<file path="src/lvw_pkg.sv">
package lvw_pkg;

   // Port coordinate width, fixed by the word layout
   localparam int CoordWidth = 6;

   typedef struct packed {
      logic [CoordWidth-1:0] begin_x;
      logic [CoordWidth-1:0] begin_y;
      logic [CoordWidth-1:0] begin_z;
      logic [CoordWidth-1:0] end_x;
      logic [CoordWidth-1:0] end_y;
      logic [CoordWidth-1:0] end_z;
   } req_word_type;

   typedef struct packed {
      logic [CoordWidth-1:0] point_x;
      logic [CoordWidth-1:0] point_y;
      logic [CoordWidth-1:0] point_z;
      logic                  last_point;
   } rsp_word_type;

   // Controller to datapath
   typedef struct packed {
      logic load;     // capture a new line from the request word
      logic advance;  // step the walk to the next point
   } walk_cmd_type;

   // Datapath to controller
   typedef struct packed {
      logic last;     // the current point is the line's end point
   } walk_status_type;

endpackage

</file>
<file path="src/lvw_ctrl.sv">
module lvw_ctrl (
   input  logic                      clock,
   input  logic                      reset,
   input  logic                      req_valid,
   output logic                      req_ready,
   output logic                      rsp_valid,
   input  logic                      rsp_ready,
   output lvw_pkg::walk_cmd_type     cmd,
   input  lvw_pkg::walk_status_type  status
);
   import lvw_pkg::*;

   typedef enum logic {
      ST_IDLE,
      ST_WALK
   } state_type;

   state_type state_ff;
   state_type state_in;

   assign req_ready = (state_ff == ST_IDLE);
   assign rsp_valid = (state_ff == ST_WALK);

   always_comb begin
      cmd.load    = 1'b0;
      cmd.advance = 1'b0;
      state_in    = state_ff;
      unique case (state_ff)
         ST_IDLE: begin
            if (req_valid) begin
               cmd.load = 1'b1;
               state_in = ST_WALK;
            end
         end
         ST_WALK: begin
            if (rsp_ready) begin
               if (status.last) begin
                  state_in = ST_IDLE;
               end else begin
                  cmd.advance = 1'b1;
               end
            end
         end
         default: state_in = ST_IDLE;
      endcase
   end

   always_ff @(posedge clock) begin
      if (reset) begin
         state_ff <= ST_IDLE;
      end else begin
         state_ff <= state_in;
      end
   end

endmodule

</file>
<file path="src/lvw_datapath.sv">
module lvw_datapath #(
   parameter int COORD_BITS = 6
) (
   input  logic                      clock,
   input  lvw_pkg::req_word_type     req_word,
   input  lvw_pkg::walk_cmd_type     cmd,
   output lvw_pkg::rsp_word_type     rsp_word,
   output lvw_pkg::walk_status_type  status
);
   import lvw_pkg::*;

   localparam int ErrBits = COORD_BITS + 1;

   logic [COORD_BITS-1:0] begin_c [3];
   logic [COORD_BITS-1:0] end_c   [3];
   logic [COORD_BITS-1:0] delta_in [3];
   logic                  down_in  [3];
   logic [COORD_BITS-1:0] total_in;

   logic [COORD_BITS-1:0]     pos_ff   [3];
   logic [COORD_BITS-1:0]     pos_in   [3];
   logic signed [ErrBits-1:0] err_ff   [3];
   logic signed [ErrBits-1:0] err_in   [3];
   logic signed [ErrBits-1:0] err_sub  [3];
   logic [COORD_BITS-1:0]     delta_ff [3];
   logic                      down_ff  [3];
   logic [COORD_BITS-1:0]     total_ff;
   logic [COORD_BITS-1:0]     remain_ff;
   logic [COORD_BITS-1:0]     remain_in;

   // Drop coordinate bits above the grid
   assign begin_c[0] = req_word.begin_x[COORD_BITS-1:0];
   assign begin_c[1] = req_word.begin_y[COORD_BITS-1:0];
   assign begin_c[2] = req_word.begin_z[COORD_BITS-1:0];
   assign end_c[0]   = req_word.end_x[COORD_BITS-1:0];
   assign end_c[1]   = req_word.end_y[COORD_BITS-1:0];
   assign end_c[2]   = req_word.end_z[COORD_BITS-1:0];

   always_comb begin
      for (int a = 0; a < 3; a++) begin
         if (end_c[a] >= begin_c[a]) begin
            delta_in[a] = end_c[a] - begin_c[a];
            down_in[a]  = 1'b0;
         end else begin
            delta_in[a] = begin_c[a] - end_c[a];
            down_in[a]  = 1'b1;
         end
      end
      total_in = delta_in[0];
      if (delta_in[1] > total_in) total_in = delta_in[1];
      if (delta_in[2] > total_in) total_in = delta_in[2];
   end

   always_comb begin
      for (int a = 0; a < 3; a++) begin
         err_sub[a] = err_ff[a] - $signed({1'b0, delta_ff[a]});
         err_in[a]  = err_sub[a];
         pos_in[a]  = pos_ff[a];
         if (err_sub[a] < 0) begin
            err_in[a] = err_sub[a] + $signed({1'b0, total_ff});
            pos_in[a] = down_ff[a] ? pos_ff[a] - 1'b1 : pos_ff[a] + 1'b1;
         end
      end
      remain_in = remain_ff - 1'b1;
   end

   always_ff @(posedge clock) begin
      if (cmd.load) begin
         for (int a = 0; a < 3; a++) begin
            pos_ff[a]   <= begin_c[a];
            err_ff[a]   <= $signed({2'b00, total_in[COORD_BITS-1:1]});
            delta_ff[a] <= delta_in[a];
            down_ff[a]  <= down_in[a];
         end
         total_ff  <= total_in;
         remain_ff <= total_in;
      end else if (cmd.advance) begin
         for (int a = 0; a < 3; a++) begin
            pos_ff[a] <= pos_in[a];
            err_ff[a] <= err_in[a];
         end
         remain_ff <= remain_in;
      end
   end

   assign status.last = (remain_ff == '0);

   assign rsp_word.point_x    = CoordWidth'(pos_ff[0]);
   assign rsp_word.point_y    = CoordWidth'(pos_ff[1]);
   assign rsp_word.point_z    = CoordWidth'(pos_ff[2]);
   assign rsp_word.last_point = status.last;

endmodule

</file>
<file path="src/line_voxel_walker_3d_unit.sv">
// Channel   Direction  Handshake              Word
// req       in         req_valid / req_ready  begin and end points (x, y, z)
// rsp       out        rsp_valid / rsp_ready  one line point, last_point flag
//
// A line of N = max|delta| + 1 points is walked after the request word is
// loaded: one point per cycle while rsp_ready is high, set by the single
// per-axis error update loop in the datapath.
// One line at a time: req_ready is high only between lines.
// A low rsp_ready holds the current point and all walk state.
// Reset (synchronous, active high) returns the controller to idle.
module line_voxel_walker_3d_unit #(
   parameter int COORD_BITS = 6
) (
   input  logic                  clock,
   input  logic                  reset,
   input  logic                  req_valid,
   output logic                  req_ready,
   input  lvw_pkg::req_word_type req_word,
   output logic                  rsp_valid,
   input  logic                  rsp_ready,
   output lvw_pkg::rsp_word_type rsp_word
);
   import lvw_pkg::*;

   walk_cmd_type    cmd;
   walk_status_type status;

   // Sequence loads and steps from the two handshakes
   lvw_ctrl u_ctrl (
      .clock     (clock),
      .reset     (reset),
      .req_valid (req_valid),
      .req_ready (req_ready),
      .rsp_valid (rsp_valid),
      .rsp_ready (rsp_ready),
      .cmd       (cmd),
      .status    (status)
   );

   // Hold the current point, error terms and remaining step count
   lvw_datapath #(
      .COORD_BITS (COORD_BITS)
   ) u_datapath (
      .clock    (clock),
      .req_word (req_word),
      .cmd      (cmd),
      .rsp_word (rsp_word),
      .status   (status)
   );

endmodule

</file>
<file path="config.mk">
export PLATFORM = sky130hd
export DESIGN_NAME = line_voxel_walker_3d_unit
export DESIGN_NICKNAME = d
export VERILOG_FILES = /design/src/lvw_pkg.sv /design/src/lvw_ctrl.sv /design/src/lvw_datapath.sv /design/src/line_voxel_walker_3d_unit.sv
export SDC_FILE = /design/constraint.sdc
export NUM_CORES = 1
export LEC_CHECK = 0
export ABC_AREA = 1
export BUFFER_PORTS_ARGS = -buffer_cell sky130_fd_sc_hd__buf_2
export CORE_MARGIN = 2
export CORE_UTILIZATION = 30
export CTS_BUF_LIST = sky130_fd_sc_hd__clkbuf_8
export CTS_CLUSTER_DIAMETER = 60
export CTS_CLUSTER_SIZE = 25
export DETAILED_ROUTE_END_ITERATION = 8
export GPL_TIMING_DRIVEN = 0
export PLACE_DENSITY = 0.59
export SYNTH_ARGS = -nofsm -noshare
export SYNTH_HDL_FRONTEND = slang
export SYNTH_HIERARCHICAL = 1
export SYNTH_SLANG_ARGS = --single-unit
</file>
<file path="constraint.sdc">
create_clock -name clock -period 4.4 [get_ports clock]
set_clock_uncertainty 0.15 [all_clocks]
set_input_delay 0.44 -clock clock [delete_from_list [all_inputs] [get_ports clock]]
set_output_delay 0.44 -clock clock [all_outputs]
set_load 0.02 [all_outputs]
</file>
* Word-level counts from Yosys, hierarchy flattened
Memories as Yosys holds them, arrays and structs flattened.
Index checks and enable logic that the tools add are counted.
** Operators by class
- $add $sub $neg :: 19
- Order comparisons :: 8
- Muxes and demuxes :: 37
- Bitwise operators :: 7
- Reduce and logical (&&, ||, !) cells :: 2
** Operator list (number)
- 6-bit 2-to-1 mux :: 16
- 7-bit 2-to-1 mux :: 6
- 6-bit subtractor :: 6
- 6-bit by 1-bit subtractor with 6-bit output (second input constant) :: 4
- 7-bit adder :: 3
- 7-bit by 1-bit < comparator with 1-bit output (second input constant) :: 3
- 7-bit subtractor :: 3
- 6-bit by 1-bit adder with 6-bit output (second input constant) :: 3
- 6-bit greater-or-equal comparator :: 3
- 1-bit 2-to-1 mux :: 14
- 6-bit > comparator :: 2
- 6-bit logical NOT :: 1
- 1-bit OR :: 6
- 1-bit case mux with 2 select lines :: 1
- 2-bit nonzero test :: 1
- 1-bit inverter :: 1
** Word-level totals
- Register bits after elaboration :: 13
- RAM bits :: 60
- Input port bits :: 40
- Memories :: 4
** Memories
- u_datapath.err_ff :: depth 3, bits a word 7, rd ports 3, clocked after memory_dff 0, write ports 3, RTL line lvw_datapath.sv:22 : logic signed [ErrBits-1:0] err_ff [3];
- u_datapath.delta_ff :: depth 3, bits a word 6, rd ports 3, clocked after memory_dff 0, write ports 3, RTL line lvw_datapath.sv:25 : logic [COORD_BITS-1:0] delta_ff [3];
- u_datapath.pos_ff :: depth 3, bits a word 6, rd ports 3, clocked after memory_dff 0, write ports 3, RTL line lvw_datapath.sv:20 : logic [COORD_BITS-1:0] pos_ff [3];
- u_datapath.down_ff :: depth 3, bits a word 1, rd ports 3, clocked after memory_dff 0, write ports 3, RTL line lvw_datapath.sv:26 : logic down_ff [3];

* Longest topological paths before layout
Gate-level depths: netlist (run 1).
- Depth in word-level cells :: 8
- Depth in mapped cells :: 32

* Hierarchy
The synthesis (run 1) kept the hierarchy.
** By module, submodules not included
- lvw_datapath :: times used 1, cells an instance 908, area an instance 7171.9 um^2
- lvw_ctrl :: times used 1, cells an instance 11, area an instance 61.3 um^2

* Worst setup path after synthesis (run 1)
Ideal clock, no wire load.
- Path type :: input-to-reg
- Start point :: input req_word[6] in the netlist's numbering
- End point :: register u_datapath.total_ff[5], data pin
- Setup time :: 255 ps
- Data arrival time :: 3870 ps
- Slack :: 125 ps
- Stages :: 30
- Path buffers :: 0
- Path through :: inv_1 ha_1 inv_1 fa_1 inv_1 nand2_1 nand3_2 nand2_4 nor2_8 inv_6 nand2_2 nand2_1 ha_1 nand2_1 nor2_1 o21ai_1 nand3_1 nand2_4 inv_4 nand3_1 and2_1 ha_1 nand2_1 nor2_1 o21ai_1 o211ai_1 nand2_4 inv_1 nand3_1 and2_1
** RTL lines
- start, declared :: RTL line line_voxel_walker_3d_unit.sv:18 : input lvw_pkg::req_word_type req_word,
- end signal, assigned :: RTL line lvw_datapath.sv:75 : total_ff <= total_in;
- end, declared :: RTL line lvw_datapath.sv:27 : logic [COORD_BITS-1:0] total_ff;

==> results by group, run 1 <==
Setup path
  • Slowest stage cell on the critical path: sky130_fd_sc_hd__fa_2
  • FF-to-FF setup slack: 1160 ps
  • Critical register-to-register path startpoint: u_ctrl/rsp_valid
  • Top cell by count, worst path: sky130_fd_sc_hd__nand2_4
  • Nature of the critical path endpoint: flop
  • Reg-to-reg endpoint: u_datapath/err_ff[0][18]
  • Number of cells traversed by the worst register-to-register path: 5
  • Largest delay contributor family on the critical path: simple AND/OR/NAND/NOR gates
  • Critical path type: input port to flop
  • Arrival time at the worst endpoint: 4230 ps
  • Worst Setup Start Kind: input port
  • Worst Path Max Fanout: 6
  • Required @ worst endpoint: 4370 ps
  • Buffers & Inverters on Critical Path: 8
  • Slowest stage delay, CP: 390 ps

Route
  • Total wire length after detailed routing: 17600 um
  • Final routed DRC violation total: 0
  • Vias/cell: 4.56
  • Total number of vias: 6051
  • Met3 Routed Length: 439 um
  • Met1 layer wirelength in the final routing: 8220 um
  • Antenna-violating nets left: 0
  • Highest routed layer: met4
  • Average routed wire per standard cell: 13.2 um
  • Initial DRC count: 242
  • Number of search-and-repair iterations in the first detailed-routing pass: 8
  • Met2 wire length: 8490 um

CTS
  • Hold-fix buffers, CTS: 0
  • Total clock buffers created by CTS: 9
  • Clock root buffer master: sky130_fd_sc_hd__clkbuf_8
  • Clock input transition at the sequential cells of the worst setup and hold paths: 90 ps
  • Htree depth: 3
  • Deepest clock path buffer count: 2
  • TritonCTS clock tree: built
  • Number of clock sinks: 73
  • Clock latency of the later-clocked register in the worst-skew pair: 380 ps

Timing
  • Count of final max-slew check failures: 0
  • Final setup violation count: 0
  • Share of the cycle needed by the critical path after routing: 0.969
  • Final Worst Setup Slack: 138 ps
  • Slew at the pin closest to its max-slew limit: 1250 ps
  • Post-route worst hold slack: 169 ps
  • Hold violation total from the final report: 0
  • Fmax: 0.235 GHz
  • Max-Slew Margin vs Limit: 0.164
  • Final critical delay including setup and external delays: 4260 ps

Placement
  • Count of placed standard cells including taps: 1299
  • Post-Place Cell Area: 7960 um^2
  • DP HPWL: 13900 um
  • Setup WS pre-CTS: -585 ps
  • GPL Wtd Cong: 0.875
  • Number of input and output port buffers inserted: 60

Die
  • Horizontal die dimension: 159 um
  • Core outline area: 23500 um^2
  • Top-Level Pins: 61
  • Vertical die dimension: 159 um
  • Standard-cell rows: 56
  • Full die area: 25400 um^2
  • Starting Density: 0.307

Global route
  • Total global-route track usage: 0.138
  • Initial antenna violation count: 0
  • Grt ovf: 0
  • Wire length of the first global-routing pass: 28200 um
  • Pin count of the biggest net entering global routing: 28
  • Number of global-route vias before repair: 5689

Synthesis
  • Number of synthesized register bits: 73
  • Sequential share of the synthesized area: 0.302
  • Asr flop ratio synth: 0
  • Most frequent cell after synthesis: sky130_fd_sc_hd__nand2_1
  • Top-area cell type share of the netlist area: 0.299
  • Netlist Area Pre-Place: 7230 um^2
  • Area contributors post-synth: sky130_fd_sc_hd__edfxtp_1 30%, sky130_fd_sc_hd__ha_1 16%, sky130_fd_sc_hd__nand2_1 13%
  • Main synth FF type: sky130_fd_sc_hd__edfxtp_1
  • Number of distinct library cell variants in the gate-level netlist after synthesis: 40
  • Commonest cells in the synthesized netlist: 253 x sky130_fd_sc_hd__nand2_1, 161 x sky130_fd_sc_hd__inv_1, 95 x sky130_fd_sc_hd__ha_1, 72 x sky130_fd_sc_hd__edfxtp_1, 50 x sky130_fd_sc_hd__nand3_1
  • Mean Syn Cell Area: 7.87 um^2
  • Number of instances in the synthesized netlist: 919
  • Count of synthesis-stage warnings from yosys: 6
  • Number of flops mapped to enable cells by yosys: 72
  • Largest area contributor in the netlist: sky130_fd_sc_hd__edfxtp_1
  • Nets in the synthesized netlist: 1069

Final layout
  • Layout cell share with drive strength beyond 1: 0.195
  • Final instance count without filler cells: 1327
  • Design area: 8600 um^2
  • Layout fillers: 2508
  • N_diodes: 0
  • Net count of the finished layout: 1153
  • Post-synthesis to final-layout area growth: 18.9%

Min path
  • End point of the worst hold path: u_ctrl/rsp_valid
  • Cell count of the worst hold path: 4
  • Hold path startpoint: reset
  • Worst hold path class: input port to flop

Flow run
  • Max Cap Viol: 0

Power and ir drop
  • Largest vdd supply drop: 0.224 mV
  • Total power consumption of the routed design: 5.67 mW
  • Standby leakage power: 4.36 nW
  • Pwr Density: 660 nW/um^2

Outcome
  • Outcome: complete, no violations
==> what timing repair did <==
item	CTS	global route
setup buffers	2	9
cloned	0	1
pin swaps	3	20
setup endpoints to repair	25	27
resized for setup	4	63
==> kinds of logic after synthesis <==
kind of cell               count (synthesis)  share of synthesized area
buffers and inverters                    183                      0.100
AOI/OAI and AO/OA                        104                     0.0791
and+or+nand+nor                          400                      0.254
DFF                                       73                      0.302
xor gates and xnor gates                  49                     0.0593
adders and majority gates                110                      0.206
==> routing by layer <==
| layer | vias up | GRT usage |
|---|---|---|
| met5 | - | 0 |
| met4 | 0 | 0.0529 |
| met3 | 20 | 0.0122 |
| met2 | 79 | 0.239 |
| met1 | 2820 | 0.180 |
| li1 | 3132 | - |
==> state kept, by name, indices dropped and copies added, names as in the netlist <==
register,cells
u_datapath/err_ff,21
u_datapath/remain_ff,6
u_datapath/delta_ff,18
u_datapath/total_ff,6
u_datapath/pos_ff,18
u_ctrl/rsp_valid,1
u_datapath/down_ff,3
==> worst reg2reg max path, cell delays in order, from the launching register on <==
cell	delay, ps
sky130_fd_sc_hd__dfxtp_1	350
sky130_fd_sc_hd__nor2_2	580
sky130_fd_sc_hd__buf_16	240
sky130_fd_sc_hd__buf_2	270
sky130_fd_sc_hd__inv_1	250
sky130_fd_sc_hd__nand2_1	980
==> through the flow <==
step                TNS, ps   util
floorplan                 0      -
finish                    0  0.365
global route          -1010  0.365
global placement     -21250  0.337
detailed placement   -12600  0.338
CTS                       0  0.349
==> placed cells by master, fill, tap and decap left out, types with 4 or more instances in the layout <==
cell type / Yosys / routed
sky130_fd_sc_hd__or2_2: 4 / 4
sky130_fd_sc_hd__o21ai_1: 14 / 12
sky130_fd_sc_hd__inv_1: 161 / 157
sky130_fd_sc_hd__a21o_1: 6 / 6
sky130_fd_sc_hd__xnor2_1: 13 / 13
sky130_fd_sc_hd__nor2_2: 3 / 6
sky130_fd_sc_hd__nand2_2: 15 / 29
sky130_fd_sc_hd__xor2_1: 36 / 36
sky130_fd_sc_hd__clkbuf_8: 0 / 10
sky130_fd_sc_hd__fa_1: 15 / 13
sky130_fd_sc_hd__a21oi_1: 49 / 49
sky130_fd_sc_hd__clkbuf_1: 4 / 4
sky130_fd_sc_hd__ha_1: 95 / 89
sky130_fd_sc_hd__nand4_1: 8 / 8
sky130_fd_sc_hd__nand2_4: 5 / 8
sky130_fd_sc_hd__nor2_1: 33 / 30
sky130_fd_sc_hd__nand3_2: 14 / 8
sky130_fd_sc_hd__and2_1: 8 / 6
sky130_fd_sc_hd__ha_4: 0 / 6
sky130_fd_sc_hd__o21ai_0: 19 / 19
sky130_fd_sc_hd__buf_4: 4 / 13
sky130_fd_sc_hd__nand2_1: 253 / 237
sky130_fd_sc_hd__nand3_1: 50 / 43
sky130_fd_sc_hd__o21ai_2: 3 / 4
sky130_fd_sc_hd__edfxtp_1: 72 / 72
sky130_fd_sc_hd__o21a_1: 5 / 5
sky130_fd_sc_hd__nand3_4: 1 / 14
sky130_fd_sc_hd__buf_2: 3 / 63
sky130_fd_sc_hd__inv_2: 6 / 9
==> power by group <==
group / switching (mW) / internal, mW / total, mW
registers: 0.136 / 1.07 / 1.20
clock network: 0.267 / 0.332 / 0.599
logic: 2.28 / 1.59 / 3.87
total: 2.68 / 2.99 / 5.67
==> cell type report <==
cell class	instances	area (um^2)	area share
clock buffers	10	138	0.0160
plain buffers	12	71.3	0.00829
multi-input cells	664	4630	0.538
flip-flops and latches	73	2180	0.254
well taps	319	399	0.0464
clock inverters	6	82.6	0.00960
inverters	171	664	0.0773
repair buffers	72	435	0.0506
==> worst max path at each step <==
stage	start	to	slack [ps]	cells after the start
floorplan	req_word[6]	u_datapath/total_ff[5]	130	30
global placement	req_word[6]	u_datapath/err_ff[0][4]	-580	32
detailed placement	req_word[6]	u_datapath/err_ff[0][4]	-580	32
CTS	req_word[6]	u_datapath/err_ff[0][1]	6	32
global route	req_word[12]	u_datapath/err_ff[0][4]	-80	32
finish	req_word[6]	u_datapath/err_ff[0][4]	140	33
Note: power is estimated with default switching activity, not from simulation.
==> run 2, diff against run 1 <==
--- a/config.mk
+++ b/config.mk
@@ -9,5 +9,5 @@
 export BUFFER_PORTS_ARGS = -buffer_cell sky130_fd_sc_hd__buf_2
 export CORE_MARGIN = 2
-export CORE_UTILIZATION = 30
+export CORE_UTILIZATION = 57
 export CTS_BUF_LIST = sky130_fd_sc_hd__clkbuf_8
 export CTS_CLUSTER_DIAMETER = 60
@@ -15,5 +15,5 @@
 export DETAILED_ROUTE_END_ITERATION = 8
 export GPL_TIMING_DRIVEN = 0
-export PLACE_DENSITY = 0.59
+export PLACE_DENSITY = 0.92
 export SYNTH_ARGS = -nofsm -noshare
 export SYNTH_HDL_FRONTEND = slang
==> constraint.sdc (replaced) <==
create_clock -name clock -period 4.4 [get_ports clock]
set_clock_uncertainty 0.15 [all_clocks]
set_input_delay 0.66 -clock clock [delete_from_list [all_inputs] [get_ports clock]]
set_output_delay 0.66 -clock clock [all_outputs]
set_load 0.02 [all_outputs]
==> run 2 against run 1 <==
The flow now finishes with violations (setup timing). Cell count shrank 9.6%. Combinational power grew 18%. Utilization grew 33 points. Via count grew 17%. Register-to-register slack lost 70 ps. Critical path depth shrank 7. Clock power shrank 4.0%. Sequential power is essentially flat. First-iteration DRC count grew to 2.6 times the previous value. Maximum frequency shrank 11%. Global-route usage grew 17 points.
==> results by group, run 2 (synthesis results as in run 1) <==
Setup path
  • Number of cells traversed by the worst register-to-register path: 4
  • FF-to-FF setup slack: 1090 ps
  • Arrival time at the worst endpoint: 4750 ps
  • Required @ worst endpoint: 4360 ps
  • Reg-to-reg endpoint: u_datapath/err_ff[0][0]
  • Critical path type: input port to flop
  • Slowest stage cell on the critical path: sky130_fd_sc_hd__fa_2
  • Slowest stage delay, CP: 370 ps
  • Nature of the critical path endpoint: flop
  • Worst Path Max Fanout: 8
  • Worst Setup Start Kind: input port
  • Top cell by count, worst path: sky130_fd_sc_hd__nand2_4
  • Critical register-to-register path startpoint: u_ctrl/rsp_valid

Timing
  • Fmax: 0.209 GHz
  • Max-Slew Margin vs Limit: 0.127
  • Hold violation total from the final report: 0
  • Slew at the pin closest to its max-slew limit: 1310 ps
  • Unrepaired setup endpoints after global routing: yes
  • Final critical delay including setup and external delays: 4790 ps
  • Count of final max-slew check failures: 0
  • Share of the cycle needed by the critical path after routing: 1.09
  • Final Worst Setup Slack: -385 ps
  • Accumulated negative setup slack: -9670 ps
  • Final setup violation count: 27

Route
  • Total number of vias: 7092
  • Final routed DRC violation total: 0
  • Average routed wire per standard cell: 18.5 um
  • Total wire length after detailed routing: 22200 um
  • Number of search-and-repair iterations in the first detailed-routing pass: 7
  • Antenna-violating nets left: 0
  • Vias/cell: 5.91
  • Initial DRC count: 631

Final layout
  • Multi-input combinational cell area: 4810 um^2
  • Number of flip-flops in the largest register: 21
  • Layout fillers: 840
  • Register ranked first by flip-flop count: u_datapath/err_ff
  • Storage cell area: 2180 um^2
  • Post-synthesis to final-layout area growth: 20.7%
  • Largest regs: u_datapath/err_ff x21, u_datapath/delta_ff x18, u_datapath/pos_ff x18
  • Leading cell types in the layout, fill and taps excluded: 220 x sky130_fd_sc_hd__nand2_1, 152 x sky130_fd_sc_hd__inv_1, 85 x sky130_fd_sc_hd__ha_1
  • Layout cell share with drive strength beyond 1: 0.241
  • Most frequent standard cell in the layout excluding fill and tap cells: sky130_fd_sc_hd__nand2_1
  • Net count of the finished layout: 1172
  • Design area: 8730 um^2
  • N_diodes: 0

Die
  • Horizontal die dimension: 117 um
  • Top-Level Pins: 61
  • Vertical die dimension: 117 um
  • Full die area: 13600 um^2
  • Standard-cell rows: 41
  • Starting Density: 0.578
  • Core outline area: 12500 um^2

Outcome
  • Outcome: finished with violations
  • Violated checks: setup timing

Placement
  • Setup WS pre-CTS: -736 ps
  • Number of input and output port buffers inserted: 60
  • DP HPWL: 13200 um
  • GPL Wtd Cong: 0.930
  • Post-Place Cell Area: 7780 um^2

Global route
  • Wire length of the first global-routing pass: 32500 um
  • Number of global-route vias before repair: 6760
  • Initial antenna violation count: 0
  • Total global-route track usage: 0.309
  • Grt ovf: 0
  • Pin count of the biggest net entering global routing: 28

Power and ir drop
  • Standby leakage power: 4.50 nW
  • Largest vdd supply drop: 0.401 mV
  • Pwr Density: 726 nW/um^2

Min path
  • End point of the worst hold path: u_ctrl/rsp_valid
  • Worst hold path class: input port to flop
  • Hold path startpoint: reset
  • Cell count of the worst hold path: 4

CTS
  • Htree depth: 3
  • TritonCTS clock tree: built
  • Clock root buffer master: sky130_fd_sc_hd__clkbuf_8
  • Number of clock sinks: 73
  • Clock latency of the later-clocked register in the worst-skew pair: 350 ps
  • Total clock buffers created by CTS: 9
  • Deepest clock path buffer count: 2
  • Clock input transition at the sequential cells of the worst setup and hold paths: 80 ps

Flow run
  • Max Cap Viol: 0
-- run 2: changes by cell type in the layout (fill, tap and decap cells not counted), sizes merged --
cell / previous run / this run
nand2: 274 / 273
clkinvlp: 0 / 1
clkinv: 3 / 2
inv: 172 / 173
clkbuf: 14 / 13
buf: 80 / 100
-- run 2: layout make-up --
class,instances,share of cell area
multi-input cells,663,0.551
flip-flops and latches,73,0.250
inverters,171,0.0764
repair buffers,92,0.0661
well taps,172,0.0247
clock buffers,9,0.0142
clock inverters,7,0.0100
plain buffers,12,0.00817
-- run 2: metal layers --
metal / part of all wire / track usage / vias to the layer above
li1: - / - / 3160
met1: 0.33 / 0.349 / 3242
met2: 0.48 / 0.544 / 502
met3: 0.088 / 0.0529 / 188
met4: 0.097 / 0.193 / 0
met5: 0 / 0 / -
-- run 2: what timing repair did --
item | CTS | global route
pin swaps | 24 | 35
buffers inserted | 16 | 15
resized for setup | 63 | 54
hold buffers | 0 | 0
setup endpoints to repair | 27 | 27
endpoints found under the hold margin | 0 | 0
-- run 2: critical path: cells and delay by family --
family | cells | cell delay [ps]
xor gates and xnor gates | 1 | 250
AOI/OAI and AO/OA | 3 | 550
and+or+nand+nor | 13 | 1720
buffers and inverters | 5 | 510
adders and majority gates | 4 | 1060
-- run 2: how the worst max path moves through the flow --
stage / from / endpoint / slack [ps]
3_3_place_gp: req_word[6] / u_datapath/err_ff[0][4] / -570
5_1_grt: req_word[9] / u_datapath/remain_ff[5] / -490
2_1_floorplan: req_word[6] / u_datapath/total_ff[5] / 10
6_report: req_word[24] / u_datapath/err_ff[0][2] / -390
4_1_cts: req_word[6] / u_datapath/remain_ff[0] / 3
3_5_place_dp: req_word[6] / u_datapath/err_ff[0][4] / -740
-- run 2: metrics by stage --
step	hold slack [ps]	util	std cells	total power, mW
2_1_floorplan	403	-	919	3.91
3_3_place_gp	412	0.620	1151	4.46
3_5_place_dp	425	0.621	1152	4.67
4_1_cts	392	0.671	1184	5.73
5_1_grt	415	0.697	1199	6.78
6_report	405	0.697	1199	6.34
-- run 2: power breakdown --
| group | internal [mW] | switching, mW | total, mW |
|---|---|---|---|
| sequential | 1.07 | 0.141 | 1.21 |
| combinational | 1.80 | 2.75 | 4.55 |
| clock | 0.314 | 0.261 | 0.575 |
